`src/sv/ssme_pkg.sv`:
```
// Shared types and codes for the sorted set merge engine.
`default_nettype none
package ssme_pkg;

   // request codes
   localparam logic [3:0] REQ_CLEAR_A   = 4'd0;
   localparam logic [3:0] REQ_APPEND_A  = 4'd1;
   localparam logic [3:0] REQ_CLEAR_B   = 4'd2;
   localparam logic [3:0] REQ_APPEND_B  = 4'd3;
   localparam logic [3:0] REQ_UNION     = 4'd4;
   localparam logic [3:0] REQ_INTERSECT = 4'd5;
   localparam logic [3:0] REQ_DIFF      = 4'd6;
   localparam logic [3:0] REQ_MEMBER    = 4'd7;
   localparam logic [3:0] REQ_SUBSET    = 4'd8;
   localparam logic [3:0] REQ_EQUAL     = 4'd9;
   localparam logic [3:0] REQ_STRICT    = 4'd10;
   localparam logic [3:0] REQ_READ_A    = 4'd11;

   // result status codes
   localparam logic [1:0] STAT_OK       = 2'd0;
   localparam logic [1:0] STAT_FULL     = 2'd1;
   localparam logic [1:0] STAT_NOT_ASC  = 2'd2;
   localparam logic [1:0] STAT_RANGE    = 2'd3;

   typedef enum logic [2:0] {
      ST_IDLE,
      ST_FETCH,
      ST_EXEC,
      ST_COPY_RD,
      ST_COPY_WR,
      ST_DONE
   } ssme_state_type;

   typedef struct packed {
      logic load;
      logic fetch;
      logic exec;
      logic copy_rd;
      logic copy_wr;
      logic publish;
   } ssme_cmd_type;

   typedef struct packed {
      logic done;
      logic copy;
      logic copy_last;
   } ssme_status_type;

endpackage
`default_nettype wire

```
`src/sv/ssme_ctrl.sv`:
```
// Controller state machine of the sorted set merge engine.
`default_nettype none
module ssme_ctrl
   import ssme_pkg::*;
(
   input  wire logic            clock,
   input  wire logic            reset,
   input  wire logic            req_valid,
   output logic                 req_stall,
   output logic                 rsp_valid,
   input  wire logic            rsp_stall,
   input  wire ssme_status_type st,
   output ssme_cmd_type         cmd
);

   ssme_state_type state_ff, state_in;
   logic           rsp_valid_ff, rsp_valid_in;
   logic           out_free;

   assign out_free  = !rsp_valid_ff || !rsp_stall;
   assign req_stall = (state_ff != ST_IDLE);
   assign rsp_valid = rsp_valid_ff;

   always_comb begin
      state_in = state_ff;
      unique case (state_ff)
         ST_IDLE: begin
            if (req_valid) state_in = ST_FETCH;
         end
         ST_FETCH: state_in = ST_EXEC;
         ST_EXEC: begin
            if (st.done) state_in = st.copy ? ST_COPY_RD : ST_DONE;
            else         state_in = ST_FETCH;
         end
         ST_COPY_RD: state_in = ST_COPY_WR;
         ST_COPY_WR: begin
            if (st.copy_last) state_in = ST_DONE;
            else              state_in = ST_COPY_RD;
         end
         ST_DONE: begin
            if (out_free) state_in = ST_IDLE;
         end
         default: state_in = ST_IDLE;
      endcase
   end

   always_comb begin
      cmd = '0;
      unique case (state_ff)
         ST_IDLE:    cmd.load    = req_valid;
         ST_FETCH:   cmd.fetch   = 1'b1;
         ST_EXEC:    cmd.exec    = 1'b1;
         ST_COPY_RD: cmd.copy_rd = 1'b1;
         ST_COPY_WR: cmd.copy_wr = 1'b1;
         ST_DONE:    cmd.publish = out_free;
         default:    cmd = '0;
      endcase
   end

   assign rsp_valid_in = cmd.publish || (rsp_valid_ff && rsp_stall);

   always_ff @(posedge clock) begin
      if (reset) begin
         state_ff     <= ST_IDLE;
         rsp_valid_ff <= 1'b0;
      end else begin
         state_ff     <= state_in;
         rsp_valid_ff <= rsp_valid_in;
      end
   end

   a_publish_free: assert property (@(posedge clock) disable iff (reset)
      cmd.publish |-> !(rsp_valid_ff && rsp_stall))
      else $error("result published over a stalled item");
   a_accept_fetch: assert property (@(posedge clock) disable iff (reset)
      (req_valid && !req_stall) |=> (state_ff == ST_FETCH))
      else $error("accepted item did not start a fetch");
   a_copy_done: assert property (@(posedge clock) disable iff (reset)
      (state_ff == ST_EXEC && st.copy) |-> st.done)
      else $error("copy requested before merge finished");

endmodule
`default_nettype wire

```
`config.mk`:
```
export PLATFORM = sky130hd
export DESIGN_NAME = ssme_ctrl
export DESIGN_NICKNAME = d
export VERILOG_FILES = /design/src/sv/ssme_pkg.sv /design/src/sv/ssme_ctrl.sv
export SDC_FILE = /design/constraint.sdc
export NUM_CORES = 1
export LEC_CHECK = 0
export ABC_AREA = 1
export CAP_MARGIN = 20
export CORE_AREA = 2 2 39 41
export DETAILED_ROUTE_END_ITERATION = 12
export DIE_AREA = 0 0 41 43
export DONT_BUFFER_PORTS = 1
export GPL_ROUTABILITY_DRIVEN = 0
export PLACE_DENSITY_LB_ADDON = 0.25
export SYNTH_ARGS = -nofsm -noshare
export SYNTH_HDL_FRONTEND = slang
export SYNTH_SLANG_ARGS = --single-unit
```
`constraint.sdc`:
```
create_clock -name clock -period 2.34 [get_ports clock]
set_input_delay 0.117 -clock clock [delete_from_list [all_inputs] [get_ports clock]]
set_output_delay 0.117 -clock clock [all_outputs]
set_load 0.05 [all_outputs]
```
# [Word-level counts from Yosys, hierarchy flattened]
# Cells that the tools add are included.
[totals] reg_bits=4 input_bits=7 output_inout_bits=8 elab_cells=29
[op_classes] eq_ne=7 n_mux=12 n_reduce_logical=8
[op_table] operator="one-hot mux 3 bit (6 select lines)" count=1
[op_table] operator="2-to-1 mux 3 bit" count=5
[op_table] operator="== test 3 x 2 -> 1 bit (second input constant)" count=2
[op_table] operator="== test 3 bit (second input constant)" count=2
[op_table] operator="2-to-1 mux 1 bit" count=6
[op_table] operator="!= test 2 bit (second input constant)" count=2
[op_table] operator="== test 3 x 1 -> 1 bit (second input constant)" count=1
[op_table] operator="zero test 3 bit" count=1
[op_table] operator="nonzero test 3 bit" count=1
[op_table] operator="zero test 1 bit" count=2
[op_table] operator="logical OR 1 bit" count=2
[op_table] operator="AND reduction 2 bit" count=1
[op_table] operator="logical AND 1 bit" count=1

# [Logic depth before layout (Yosys ltp)]
# Gate-level depths: netlist of the first run.
[logic_depth] ltp_word=4 mapped_depth=6 mapped_depth_nobuf=6

# [Least setup slack after synthesis of the first run]
# No wires, ideal clock.
[synth_timing] path_type="register to output" startpoint="register state_ff[0]" endpoint="output cmd[5] (netlist bit)" arrival_time_ps=1511 slack_ps=712 path_stages_with_launch=6 cell_sequence="dfxtp_1 -> inv_2 -> nand2_2 -> nor2_2 -> inv_1 -> nor2_1"
[synth_rtl] item="start, declared" line="ssme_ctrl.sv:16" text="ssme_state_type state_ff, state_in;"
[synth_rtl] item="start signal, assigned" line="ssme_ctrl.sv:67" text="state_ff <= state_in;"
[synth_rtl] item="end, declared" line="ssme_ctrl.sv:13" text="output ssme_cmd_type cmd"

==> results of run 1 <==
[per-layer routing]
metal / track usage / share of wire / routed length [µm] / vias to the layer above
met5: 0 / 0 / 0 / -
met4: 0.0400 / 0 / 0 / 0
met3: 0.0157 / 0.073 / 38 / 0
met2: 0.0875 / 0.49 / 252 / 14
met1: 0.0968 / 0.44 / 228 / 108
li1: - / - / - / 147
[cell type report]
| class | instances | area (µm²) | area share |
|---|---|---|---|
| repair buffers | 4 | 32.5 | 0.0952 |
| inverters | 11 | 41.3 | 0.121 |
| clock buffers | 3 | 22.5 | 0.0659 |
| well taps | 16 | 20.0 | 0.0586 |
| flip-flops and latches | 4 | 80.1 | 0.234 |
| multi-input cells | 28 | 145 | 0.425 |
[registers in the layout, indices dropped and copies added (netlist names)]
| name | flops |
|---|---|
| state_ff | 3 |
| rsp_valid | 1 |
[kinds of logic after synthesis]
logic type	Yosys count
AOI/OAI and AO/OA	5
and+or+nand+nor	23
buffers and inverters	11
DFF	4
[final timing paths]
| path | startpoint | end |
|---|---|---|
| max | state_ff[0]$_SDFFE_PP0P_ | cmd[5] |
| max reg2reg | rsp_valid$_SDFF_PP0_ | state_ff[2]$_SDFFE_PP0P_ |
| min reg2reg | state_ff[2]$_SDFFE_PP0P_ | rsp_valid$_SDFF_PP0_ |
| min | st[0] | state_ff[1]$_SDFFE_PP0P_ |
[placed cells by master (no fill, tap or decap), drive strengths merged]
cell         instances
o21ai                1
a21oi                4
buf                  3
clkbuf               3
nand2                6
nor3                 1
dfxtp                4
dlygate4sd3          1
nand3                5
nor2                11
inv                 11
[through the flow]
step	power (µW)	util	instances	cell area [µm²]	setup WS, ns
3_5_place_dp	160	0.223	62	309	0.969
2_1_floorplan	149	-	43	267	0.712
5_1_grt	257	0.247	66	342	0.631
4_1_cts	245	0.247	66	342	0.721
6_report	239	0.247	66	342	0.732
3_3_place_gp	159	0.223	62	309	0.979
[worst reg2reg max path, delay by kind of cell, from the launching register on]
family	cells	cell delay [ns]
buffers and inverters	1	0.06
and+or+nand+nor	2	0.33
AOI/OAI and AO/OA	1	0.11
DFF	1	0.62
[power breakdown]
group	switching, µW	internal [µW]
Combinational	61.4	17.7
Sequential	8.05	73.2
Clock	22.2	56.9
Total	91.7	148
[timing repair]
| item | in CTS | in global routing |
|---|---|---|
| hold endpoints to repair | 4 | 0 |
| buffers inserted | 0 | 0 |
| gates resized for setup | 0 | 0 |
| hold buffers | 1 | 0 |
==> metrics.txt, run 1 <==
final hold slack=slightly above 0.09 ns; number of diodes=0; share of cells above drive strength 1=0.320; Starting Density=0.193; cells after synthesis=43; minimum clock period=between 1.5 and 2 ns; Layout Skew=between 0.003 and 0.004 ns; worst-path fanout max=6; port buffer count=0; CTS tree=done; Die Wd=between 40 and 50 µm; detailed-route wire length=518 µm; R2R Setup Slk=1.15 ns; peak supply drop=between 0.15 and 0.2 mV; reg2reg path depth=4; synth warn=0; DR vias=between 200 and 300; Slew @ Worst Pin=~0.5 ns; CP bufs+invs=3; die area=about 1800 µm²; EDFF count, synth=0; remaining antenna violation count after routing=0; first-pass GRT wire length=just over 800 µm; clock sinks=4; ys flop type=dfxtp_1; worst min path class=in2reg; Seq cells post-synth=4; final setup fails=0; Synth area leaders=dfxtp_1 (30%), nor2_1 (13%), inv_1 (11%), nand3_2 (7.5%), nand2_1 (7.0%); filler cell count=around 150; CP max stage delay=around 0.44 ns; per-cell routed wire length=about 8 µm; Compound-Gate Fraction of Synth Area=0.108; post-synthesis cell type count=13; core area=roughly 1400 µm²; clk_lat worst skew=0.22 ns; Area growth syn-to-layout=28.2%; First-pass DRT Iterations=4; most common cell in the netlist=nor2_1; final max-slew violation count=0; main combinational cell family by area after synthesis=simple AND/OR/NAND/NOR gates; All-Layer GR Usage=0.0673; Mapped Nets=50; vias in the first global route=~230; Inserted Clock Buffers=3; area share of the largest cell type after synthesis=0.300; DP Wirelength=between 400 and 500 µm; final hold viol count=0; Leak Pwr=approximately 0.00018 µW; area of the mapped netlist=between 200 and 300 µm²; Tcrit/Tclk final=0.687; Rel. slew slack=0.671; layout net count=59; largest net degree at the start of global routing=7; hold path cells=3; critical path arrival=between 1 and 1.5 ns; Synth Area in Simple Gates=0.437; Power per Cell Area=approximately 700 nW/µm²; Seq/Total Area, Yosys=0.300; clock-pin slew on the worst setup and hold paths=approximately 0.03 ns; Post-Synth Adder-Cell Area=0; final setup TNS=0 ns; worst path cell trace=inv_2 -> nand2_2 -> nor2_2 -> inv_1 -> nor2_1 -> buf_4; Highest Clock Rate=622 MHz; Via density=between 4 and 5; critical path type=reg2out; status=finished clean; Row Count=14; IO Count=15; grt ovf=0; critical path's top delay family=buffers and inverters; die height=between 40 and 50 µm; maximum root-to-sink buffer count=2; largest area contributor in the netlist=dfxtp_1; H-tree Lvls=1; critical path depth in cells=6; crit path launch type=register; MaxCap Viol Count=0; CP endpoint kind=primary output; worst path required time=2.22 ns; Root Buffer=clkbuf_4; DRT iter0 DRCs=5; Synth async-reset ratio=0; top cells by count, synth=nor2_1 (9), inv_1 (8), nand2_1 (5); syn_area_per_cell=6.20 µm²; post-synthesis mux area share=0; unrepaired setup endpoints after global routing=no; initial antenna violation count=0; drt drc=0; Slowest cell on crit path=dfxtp_1; Synth Area in XOR/XNOR=0
Power figures use the tool's default switching activity.
==> inputs of run 2 (changes only) <==
- clock period: 2.34 -> 1.5 ns (I/O delays scaled with it)
==> metrics.txt, run 2 (synthesis results as in run 1) <==
per-cell routed wire length=8.24 µm (+4.9%); CTS tree=done; worst path required time=1.42 ns (-0.80 ns); Row Count=14 (unchanged); clock sinks=4 (unchanged); die height=43 µm (unchanged); All-Layer GR Usage=0.0792 (+0.0119); DRT iter0 DRCs=2 (-3); most frequent cells in the layout=inv_1 (8), nor2_1 (8), nand2_1 (5); worst-path fanout max=6 (unchanged); Switch Pwr=151 µW (+65%); status=finished clean; CP max stage delay=0.36 ns (-0.08 ns); initial antenna violation count=0 (unchanged); MaxCap Viol Count=0 (unchanged); critical path type=reg2out; unrepaired setup endpoints after global routing=no; Slowest cell on crit path=dfxtp_1; First-pass DRT Iterations=3 (-1); internal power=246 µW (+67%); Highest Clock Rate=between 700 and 800 MHz; worst path cell trace=inv_2 -> nand2_2 -> nor2_2 -> inv_1 -> nor2_2 -> buf_12; Tot Pwr=398 µW (+66%); final setup TNS=0 ns (unchanged); final hold viol count=0 (unchanged); minimum clock period=roughly 1.3 ns; clock-pin slew on the worst setup and hold paths=0.04 ns (about the same); switching share of total power=0.380 (-0.00241); final max-slew violation count=0 (unchanged); Tcrit/Tclk final=0.839; layout net count=61 (+3.4%); vias in the first global route=257 (+14%); crit path launch type=register; crit-path most repeated cell=nor2_2; maximum root-to-sink buffer count=2 (unchanged); first-pass GRT wire length=910 µm (+11%); critical path arrival=1.18 ns (-0.31 ns); Power per Cell Area=1070 nW/µm² (+53%); Clk pwr share=0.323 (-0.007); Area growth syn-to-layout=39.4%; CP endpoint kind=primary output; Die Wd=41 µm (unchanged); final setup fails=0 (unchanged); DP Wirelength=486 µm (+7.3%); Inserted Clock Buffers=3 (unchanged); Root Buffer=clkbuf_4; Leak Pwr=0.000193 µW (+8.0%); clk_lat worst skew=0.23 ns (about the same); max reg flops=3 (unchanged); grt ovf=0 (unchanged); share of cells above drive strength 1=0.365 (+0.0454); worst min path class=in2reg; core area=1380 µm² (unchanged); remaining antenna violation count after routing=0 (unchanged); largest net degree at the start of global routing=7 (unchanged); drt drc=0 (unchanged); peak supply drop=0.224 mV (+26%); Slew @ Worst Pin=0.419 ns (-0.0739 ns); Comb pwr share=0.360 (+0.030); Layout Skew=0.00319 ns (-0.000238 ns); H-tree Lvls=1 (unchanged); CTS Hold Bufs=1 (unchanged); Starting Density=0.193 (unchanged); Rel. slew slack=0.720 (+0.0494); DR vias=263 (-2.2%); Top reg by flops=state_ff; number of diodes=0 (unchanged); sequential share of power=0.317 (-0.022); die area=1760 µm² (unchanged); IO Count=15 (unchanged); detailed-route wire length=560 µm (+8.1%); Via density=3.87 (-5.1%); post-CTS sizing=0 (unchanged); port buffer count=0 (unchanged); setup bufs post-CTS=0 (unchanged)
[run 2: worst max-delay path, delay by kind of cell, from the launching register on]
family / cells / cell delay, ns
and+or+nand+nor: 3 / 0.28
DFF: 1 / 0.36
buffers and inverters: 3 / 0.31
[run 2: power groups by stage]
| stage | combinational, µW | sequential [µW] | clock [µW] |
|---|---|---|---|
| CTS | 145 | 127 | 136 |
| floorplan | 108 | 126 | 0 |
| global placement | 141 | 128 | 0 |
| detailed placement | 141 | 128 | 0 |
| finish | 143 | 126 | 129 |
| global route | 156 | 127 | 150 |
[run 2: per-layer routing]
layer  up-vias  GRT usage  wire (µm)
li1        150          -          -
met1       107     0.0801        219
met2         6      0.122        313
met3         0     0.0157         27
met4         0     0.0800          0
met5         -          0          0
[run 2: stage by stage]
stage | std cells | setup slack, ns | hold slack, ns | area, µm² | util
after floorplan | 43 | 0.0710 | 0.137 | 269 | -
final | 68 | 0.242 | 0.0642 | 372 | 0.269
after global placement | 64 | 0.480 | 0.139 | 339 | 0.245
after global routing | 68 | 0.110 | 0.0743 | 372 | 0.269
after detailed placement | 64 | 0.461 | 0.141 | 339 | 0.245
after CTS | 68 | 0.210 | 0.0574 | 372 | 0.269
[run 2: worst paths after layout]
| path | slack, ns | cells after the start | endpoint | start |
|---|---|---|---|---|
| worst min register to register | 0.53 | 2 | rsp_valid$_SDFF_PP0_ | rsp_valid$_SDFF_PP0_ |
| worst max register to register | 0.51 | 5 | state_ff[2]$_SDFFE_PP0P_ | state_ff[2]$_SDFFE_PP0P_ |
| worst min-delay path | 0.06 | 2 | rsp_valid$_SDFF_PP0_ | rsp_stall |
| worst max-delay path | 0.24 | 6 | cmd[5] | state_ff[0]$_SDFFE_PP0P_ |
[run 2: cell type report]
type                       count  area, µm²
fill                         166       1010
multi-input combinational     28        148
sequential                     4       80.1
timing repair buffer           6       60.1
inverter                      11       41.3
clock buffer                   3       22.5
tap                           16       20.0
==> inputs of run 3 (changes only) <==
- ABC_AREA: 1 -> 0
- clock period: 1.5 -> 1.22 ns (I/O delays scaled with it)
==> metrics.txt, run 3 <==
maximum root-to-sink buffer count=2 (unchanged); unrepaired setup endpoints after global routing=yes; Via density=4.40 (+14%); detailed-route wire length=629 µm (+12%); fin cells=60 (-12%); H-tree Lvls=1 (unchanged); Seq/Total Area, Yosys=0.335 (+0.0346); Mapped Nets=36 (-28%); layout net count=53 (-13%); area of the mapped netlist=239 µm² (-10%); peak supply drop=0.442 mV (+97%); Inserted Clock Buffers=3 (unchanged); initial antenna violation count=0 (unchanged); Seq cells post-synth=4 (unchanged); First-pass DRT Iterations=4 (+1); EDFF count, synth=0 (unchanged); Slew @ Worst Pin=0.184 ns (-0.234 ns); Synth Area in XOR/XNOR=0 (unchanged); max reg flops=3 (unchanged); failing checks=negative setup slack; number of diodes=0 (unchanged); area occupied by multi-input gates=178 µm² (+20%); ys flop type=dfxtp_1; MaxCap Viol Count=0 (unchanged); All-Layer GR Usage=0.0944 (+0.0151); status=finished with violations; Tcrit/Tclk final=1.05; critical path arrival=1.22 ns (+0.04 ns); IO Count=15 (unchanged); CP bufs+invs=1 (-2); Synth async-reset ratio=0 (unchanged); Root Buffer=clkbuf_4; drt drc=0 (unchanged); worst min path class=in2reg; crit path launch type=register; post-synthesis cell type count=19 (+6); per-cell routed wire length=10.5 µm (+27%); Inst Count DP=54 (-16%); most common cell after layout, fill and taps aside=buf_4; remaining antenna violation count after routing=0 (unchanged); clock sinks=4 (unchanged); largest area contributor in the netlist=dfxtp_1; Clk pwr share=0.315 (-0.008); clk_lat worst skew=0.24 ns (about the same); CTS tree=done; syn_area_per_cell=8.24 µm² (+33%); Leak Pwr=0.000184 µW (-4.6%); final hold viol count=0 (unchanged); post-synthesis mux area share=0 (unchanged); Switch Pwr=177 µW (+17%); Slowest cell on crit path=or3_4; DR vias=264 (+0.38%); Comb pwr share=0.388 (+0.028); Compound-Gate Fraction of Synth Area=0.267 (+0.159); filler cell count=149 (-10%); die height=43 µm (unchanged); Top reg by flops=state_ff; Synth Area in Simple Gates=0.319 (-0.117); CP endpoint=cmd[5]; Setup crit start=state_ff[2]$_SDFFE_PP0P_; cells after synthesis=29 (-33%); Starting Density=0.173 (-0.0199); sequential share of power=0.298 (-0.019); worst path cell trace=or3_4 -> nor2_4 -> buf_12; Post-Synth Adder-Cell Area=0 (unchanged); Highest Clock Rate=783 MHz; Area growth syn-to-layout=93.7%; final max-slew violation count=0 (unchanged); first-pass GRT wire length=1.13 mm (+24%); R2R Setup Slk=0.14 ns (-0.37 ns); most frequent cells in the layout=buf_4 (6), a21oi_1 (3), clkbuf_4 (3), buf_12 (3), dfxtp_2 (3); grt ovf=0 (unchanged); reg2reg path depth=5 (unchanged); R2R Path Start=state_ff[2]$_SDFFE_PP0P_; clock-pin slew on the worst setup and hold paths=0.03 ns (about the same); reg-to-reg critical path endpoint=state_ff[1]$_SDFFE_PP0P_; core area=1380 µm² (unchanged); Power per Cell Area=1110 nW/µm² (+3.9%); post-route setup slack=-0.0576 ns (-0.300 ns); die area=1760 µm² (unchanged); DRT iter0 DRCs=4 (+2); DP Wirelength=518 µm (+6.6%); synth warn=0 (unchanged); CP max stage delay=0.40 ns (+0.04 ns); critical path's top delay family=simple AND/OR/NAND/NOR gates; minimum clock period=around 1.3 ns; port buffer count=0 (unchanged); vias in the first global route=263 (+2.3%); worst-path fanout max=5 (-1); Die Wd=41 µm (unchanged); critical path depth in cells=3 (-3); Row Count=14 (unchanged); register area=87.6 µm² (+9.4%); final setup fails=2 (+2); Rel. slew slack=0.876 (+0.156); share of cells above drive strength 1=0.591 (+0.226); top cells by count, synth=a21oi_1 (4), dfxtp_1 (4), nor2_1 (3); largest net degree at the start of global routing=8 (+1); critical path type=reg2out; Synth area leaders=dfxtp_1 (34%), a21oi_1 (8.4%), a211o_1 (7.3%), a221oi_2 (6.3%), buf_6 (4.7%); switching share of total power=0.343 (-0.0375); area share of the largest cell type after synthesis=0.335 (+0.0346); main combinational cell family by area after synthesis=simple AND/OR/NAND/NOR gates; CP endpoint kind=primary output; Layout Skew=0.00749 ns (+0.00431 ns); final hold slack=0.00897 ns (-0.0553 ns); internal power=338 µW (+37%); worst path required time=1.16 ns (-0.26 ns)
==> run 3: cell types whose count changed after synthesis, sizes merged, moves of 2 or more <==
cell | before | now
a211o | 0 | 2
nand2 | 6 | 1
nor2 | 11 | 3
nand3 | 5 | 1
inv | 11 | 2
==> run 3: area by class of cell <==
| cell class | count | area share |
|---|---|---|
| multi-input cells | 22 | 0.384 |
| inverters | 2 | 0.0162 |
| flip-flops and latches | 4 | 0.189 |
| clock buffers | 3 | 0.0486 |
| well taps | 16 | 0.0432 |
| repair buffers | 13 | 0.319 |
==> run 3: worst reg2reg max path, delay by kind of cell (launching register included) <==
kind	cells	cell delay, ns
buffers and inverters	2	0.30
and+or+nand+nor	1	0.19
DFF	1	0.33
AOI/OAI and AO/OA	2	0.18
==> run 3: power groups by stage <==
stage          registers [µW]  clock network (µW)  logic (µW)
2_1_floorplan             149                   0         132
3_3_place_gp              152                   0         178
3_5_place_dp              153                   0         180
4_1_cts                   152                 168         186
5_1_grt                   155                 186         211
6_report                  153                 162         200
==> run 3: timing repair <==
action,4_1_cts,5_1_grt
endpoints found under the hold margin,4,0
gates resized for setup,3,4
pin swaps,2,1
hold buffers,2,0
setup endpoints to repair,5,5
setup buffers,0,1
==> run 3: worst min path at each step <==
stage / slack [ns] / depth (start not counted) / from / to
detailed placement: 0.12 / 1 / reset / state_ff[0]$_SDFFE_PP0P_
finish: 0.009 / 2 / st[2] / state_ff[1]$_SDFFE_PP0P_
floorplan: 0.12 / 1 / reset / state_ff[0]$_SDFFE_PP0P_
CTS: 0.006 / 2 / st[2] / state_ff[1]$_SDFFE_PP0P_
global placement: 0.12 / 1 / reset / state_ff[0]$_SDFFE_PP0P_
global route: 0.02 / 2 / st[2] / state_ff[1]$_SDFFE_PP0P_
==> run 3: cells by family (layout without fill, tap and decap cells) <==
logic type | Yosys count | count (layout)
compound gates | 9 | 9
buf+inv | 3 | 18
flops | 4 | 4
simple gates | 13 | 13
==> run 3: per-stage QoR <==
stage	setup WS [ns]	setup TNS (ns)	total power, µW	utilization	area (µm²)
2_1_floorplan	-0.163	-0.280	281	-	268
3_3_place_gp	0.162	0	330	0.281	389
3_5_place_dp	0.120	0	333	0.281	389
4_1_cts	-0.0650	-0.134	506	0.316	437
5_1_grt	-0.107	-0.268	552	0.335	463
6_report	-0.0576	-0.0684	515	0.335	463
==> run 3: layer usage <==
metal  track usage  wire, µm
met1         0.132       276
met2         0.116       301
met3        0.0681        51
met4        0.0200         0
met5             0         0
